<file path="src/design/slic_pkg.sv">
`default_nettype none
package slic_pkg;

  localparam int MAX_LEN  = 1024;
  localparam int ADDR_W   = (MAX_LEN > 1) ? $clog2(MAX_LEN) : 1;
  localparam int LEN_W    = $clog2(MAX_LEN + 1);
  localparam int VALUE_W  = 32;
  localparam int CMD_W    = 2;
  localparam int MATCH_W  = 11;
  localparam int ACCESS_W = 12;

  localparam logic [MATCH_W-1:0]  MATCH_MAX  = {MATCH_W{1'b1}};
  localparam logic [ACCESS_W-1:0] ACCESS_MAX = {ACCESS_W{1'b1}};
  localparam logic [LEN_W-1:0]    LEN_FULL   = LEN_W'(MAX_LEN);

  // command codes carried in s_tuser
  localparam logic [CMD_W-1:0] CMD_LOAD_A = 2'd0;
  localparam logic [CMD_W-1:0] CMD_LOAD_B = 2'd1;
  localparam logic [CMD_W-1:0] CMD_RUN    = 2'd2;

  // controller -> datapath
  typedef struct packed {
    logic load_a;
    logic load_b;
    logic start;     // reset walk indices and counts
    logic step;      // one merge step
    logic finish;    // capture walk counts, empty lists
    logic zero_res;  // capture zero counts, empty lists
  } slic_cmd_t;

  // datapath -> controller
  typedef struct packed {
    logic early_exit;  // a list empty or ranges disjoint
    logic walk_done;   // this step reaches the end of a list
  } slic_stat_t;

endpackage
`default_nettype wire

</file>
<file path="src/design/slic_controller.sv">
`default_nettype none
module slic_controller (
  input  logic                      clk,
  input  logic                      rst,
  input  logic                      s_tvalid,
  output logic                      s_tready,
  input  logic [slic_pkg::CMD_W-1:0] cmd,
  output logic                      m_tvalid,
  input  logic                      m_tready,
  input  slic_pkg::slic_stat_t      stat,
  output slic_pkg::slic_cmd_t       ctl
);
  import slic_pkg::*;

  typedef enum logic [1:0] {
    ST_IDLE = 2'b01,
    ST_WALK = 2'b10
  } state_t;

  state_t state, state_next;
  logic   accept;
  logic   run;

  // result register must be free (or draining) before any new beat
  assign s_tready = (state == ST_IDLE) && (!m_tvalid || m_tready);
  assign accept   = s_tvalid && s_tready;
  assign run      = accept && (cmd == CMD_RUN);

  always_comb begin
    ctl          = '0;
    ctl.load_a   = accept && (cmd == CMD_LOAD_A);
    ctl.load_b   = accept && (cmd == CMD_LOAD_B);
    ctl.start    = run && !stat.early_exit;
    ctl.zero_res = run && stat.early_exit;
    ctl.step     = (state == ST_WALK);
    ctl.finish   = (state == ST_WALK) && stat.walk_done;
    state_next   = state;
    unique case (state)
      ST_IDLE: begin
        if (ctl.start) state_next = ST_WALK;
      end
      ST_WALK: begin
        if (stat.walk_done) state_next = ST_IDLE;
      end
      default: state_next = ST_IDLE;
    endcase
  end

  always_ff @(posedge clk) begin
    if (rst) begin
      state    <= ST_IDLE;
      m_tvalid <= 1'b0;
    end else begin
      state <= state_next;
      if (ctl.finish || ctl.zero_res) m_tvalid <= 1'b1;
      else if (m_tready)              m_tvalid <= 1'b0;
    end
  end

endmodule
`default_nettype wire

</file>
<file path="config.mk">
export PLATFORM = sky130hd
export DESIGN_NAME = slic_controller
export DESIGN_NICKNAME = d
export VERILOG_FILES = /design/src/design/slic_pkg.sv /design/src/design/slic_controller.sv
export SDC_FILE = /design/constraint.sdc
export NUM_CORES = 1
export LEC_CHECK = 0
export ABC_AREA = 1
export BUFFER_PORTS_ARGS = -buffer_cell sky130_fd_sc_hd__buf_2
export CAP_MARGIN = 10
export CORE_AREA = 2 2 39 41
export DETAILED_ROUTE_END_ITERATION = 16
export DIE_AREA = 0 0 41 43
export HOLD_SLACK_MARGIN = 0.05
export PLACE_DENSITY = 0.4
export SETUP_SLACK_MARGIN = 0.2
export SLEW_MARGIN = 10
export SYNTH_ARGS = -nofsm -noshare
export SYNTH_HDL_FRONTEND = slang
export SYNTH_SLANG_ARGS = --single-unit
</file>
<file path="constraint.sdc">
create_clock -name clk -period 0.8 [get_ports clk]
set_input_delay 0.04 -clock clk [delete_from_list [all_inputs] [get_ports clk]]
set_output_delay 0.04 -clock clk [all_outputs]
set_load 0.005 [all_outputs]
</file>
==> results by group <==
Run status
  – Status: complete, but fails checks
  – Violations in the final reports: setup timing

Placement
  – Port Buffer Count: 15
  – Placed Cells: 64
  – GPL Wtd Cong: 0.654
  – HPWL Detailed: 447 microns

Pwr
  – Worst vdd rail ir drop: 0.000619 V
  – Power per cell area: 1240 nW/um^2
  – Sequential power share: 30.1%
  – Pwr Total: 510 uW
  – P_leak: 0.000236 uW
  – Int Power: 382 uW
  – P_sw: 128 uW
  – Clock share of power: 52.0%
  – Logic pwr share: 17.9%
  – Sw frac: 25.0%

Route
  – Vias/cell: 3.79
  – Detailed Routing Iterations Pass 1: 2
  – Drc violations: 0
  – Detail Route Antenna Nets: 0
  – Routed len/inst: 8.59 microns
  – Via count: 277
  – Routed wire length: 627 microns
  – DR iter-0 viols: 3

Hold path
  – Min-Delay Path Class: primary input to flip-flop
  – Worst hold start: rst

Timing
  – Final setup fails: 10
  – Relative slew margins: 83.0%
  – Worst-Margin Slew: 254 ps
  – Fin crit share: 143%
  – RSZ-0062 raised after global routing: true
  – Skew final: 0.0114 ps
  – Setup ws final: -344 ps
  – Fin crit period: 1140 ps
  – Pins over their slew limit: 0
  – FMAX: 0.874 GHz
  – Final Hold Violating Endpoints: 0
  – Setup tns final: -2400 ps

Die
  – DIE WIDTH: 41 microns
  – FP Rows: 14
  – Area of the core: 1380 sq um
  – Height of the die: 43 microns
  – Starting density of the core: 13.9%
  – I/O pins: 16
  – Full die area: 1760 sq um

Clock network
  – CTS Buffer Depth: 2
  – Number of H-tree levels: 1
  – TritonCTS clock tree: built
  – Inserted Clock Buffers: 3
  – Clk sinks: 3
  – Worst-path clk slew: 40 ps
  – Root Buffer: clkbuf_4
  – Clk_lat worst skew: 230 ps

Worst setup path
  – Crit-path max cell delay: 330 ps
  – Crit end category: primary output
  – FF-to-FF Start: m_tvalid
  – CP Launch Type: flip-flop
  – Critical path type: flip-flop to primary output
  – Crit path from: m_tvalid
  – Largest fanout on the critical path: 3
  – Critical path required time: 760 ps
  – Slowest CP cell: dfxtp_2
  – WP data arrival: 1100 ps
  – Cell Chain, Critical Path: inv_2 > nor2_4 > nor2_4 > buf_4 > buf_4 > buf_6

Layout
  – Layout Cells excl Fill: 73
  – Most frequent cells in the layout: buf_2, inv_1, nand2_1, buf_4
  – Fillers: 172
  – Ant diodes: 0
  – Final core occ: 29.7%
  – Area of the multi-input gates: 140 sq um
  – Area Growth Syn to Fin: 114%
  – Storage cell area: 65.1 sq um
  – Fraction of layout cells with a size suffix above 1: 66.7%
  – Commonest non-fill, non-tap cell in the layout: buf_2
  – Final net count: 66

Logic synthesis
  – Flops & latches, synth: 3
  – Cell count after synthesis: 33
  – Mapped Nets: 41
  – Synth Cell Area: 193 sq um
  – Sequential cell area fraction in the yosys report: 31.2%
  – Yosys cell types: 9
  – Mean area per synthesized cell: 5.84 sq um
  – Yosys warning count: 0

GRT
  – Initial antenna violation count: 0
  – Largest net degree at the start of global routing: 4
  – First-pass GRT wire length: 848 microns
  – GRT overflow: 0
  – Number of global-route vias before repair: 237
  – Total GRT Usage: 7.82%

Job
  – Max_cap viols: 0
## per-layer routing
metal	vias to the layer above	global-route usage, %	part of all wire (%)
met5	-	0	0
met4	0	6.00	0
met3	0	5.24	12
met2	11	12.2	50
met1	119	6.41	38
li1	147	-	-
## timing repair
item,CTS,global route
endpoints found under the hold margin,3,2
setup endpoints to repair,11,11
setup buffers,4,1
pin swaps,5,4
gates resized for setup,10,5
## per-stage QoR
step           setup WS, ps  cell area, sq um  hold WS, ps
6_report               -344               412         9.34
3_3_place_gp           -139               297          237
4_1_cts                -324               387        -12.0
3_5_place_dp           -157               297          238
5_1_grt                -407               412        -1.30
2_1_floorplan         -70.7               201          102
## kinds of logic after synthesis
family / Yosys count / share of synthesized area [%]
flops: 3 / 31.2
compound gates: 2 / 5.20
simple gates: 17 / 42.2
buf+inv: 11 / 21.4
## power groups by stage
stage	sequential [uW]	combinational, uW	clock [uW]
floorplan	158	27.8	0
global placement	158	65.5	0
detailed placement	158	65.1	0
CTS	156	82.9	284
global route	154	100	300
finish	154	91.3	265
## cell usage after synthesis
cell,count,area share [%]
a21oi_1,2,5.2
dfxtp_1,3,31
inv_1,11,21
nand2_1,8,16
nand4_1,2,6.5
nand4_2,1,6.5
nor2_1,4,7.8
nor2_2,1,3.2
nor3_1,1,2.6
## layout make-up
type | instances | area share [%]
multi-input cells | 19 | 34.0
repair buffers | 20 | 28.9
flip-flops and latches | 3 | 15.8
inverters | 11 | 10.0
clock buffers | 4 | 6.38
well taps | 16 | 4.86
## worst paths after layout
| kind | cells past startpoint | slack, ps | to |
|---|---|---|---|
| worst min-delay path | 2 | 9 | m_tvalid |
| worst max register to register | 6 | -210 | m_tvalid |
| worst min register to register | 3 | 570 | state[1] |
| worst max-delay path | 6 | -340 | s_tready |
## state kept, by name, indices dropped and copies added (netlist names)
| signal | cells |
|---|---|
| state | 2 |
| m_tvalid | 1 |
## worst max-delay path: cells and delay by family, from the launching register on
kind / cells / cell delay [ps]
buf+inv: 4 / 380
simple gates: 2 / 150
flops: 1 / 330
(Power assumes the default switching activity.)
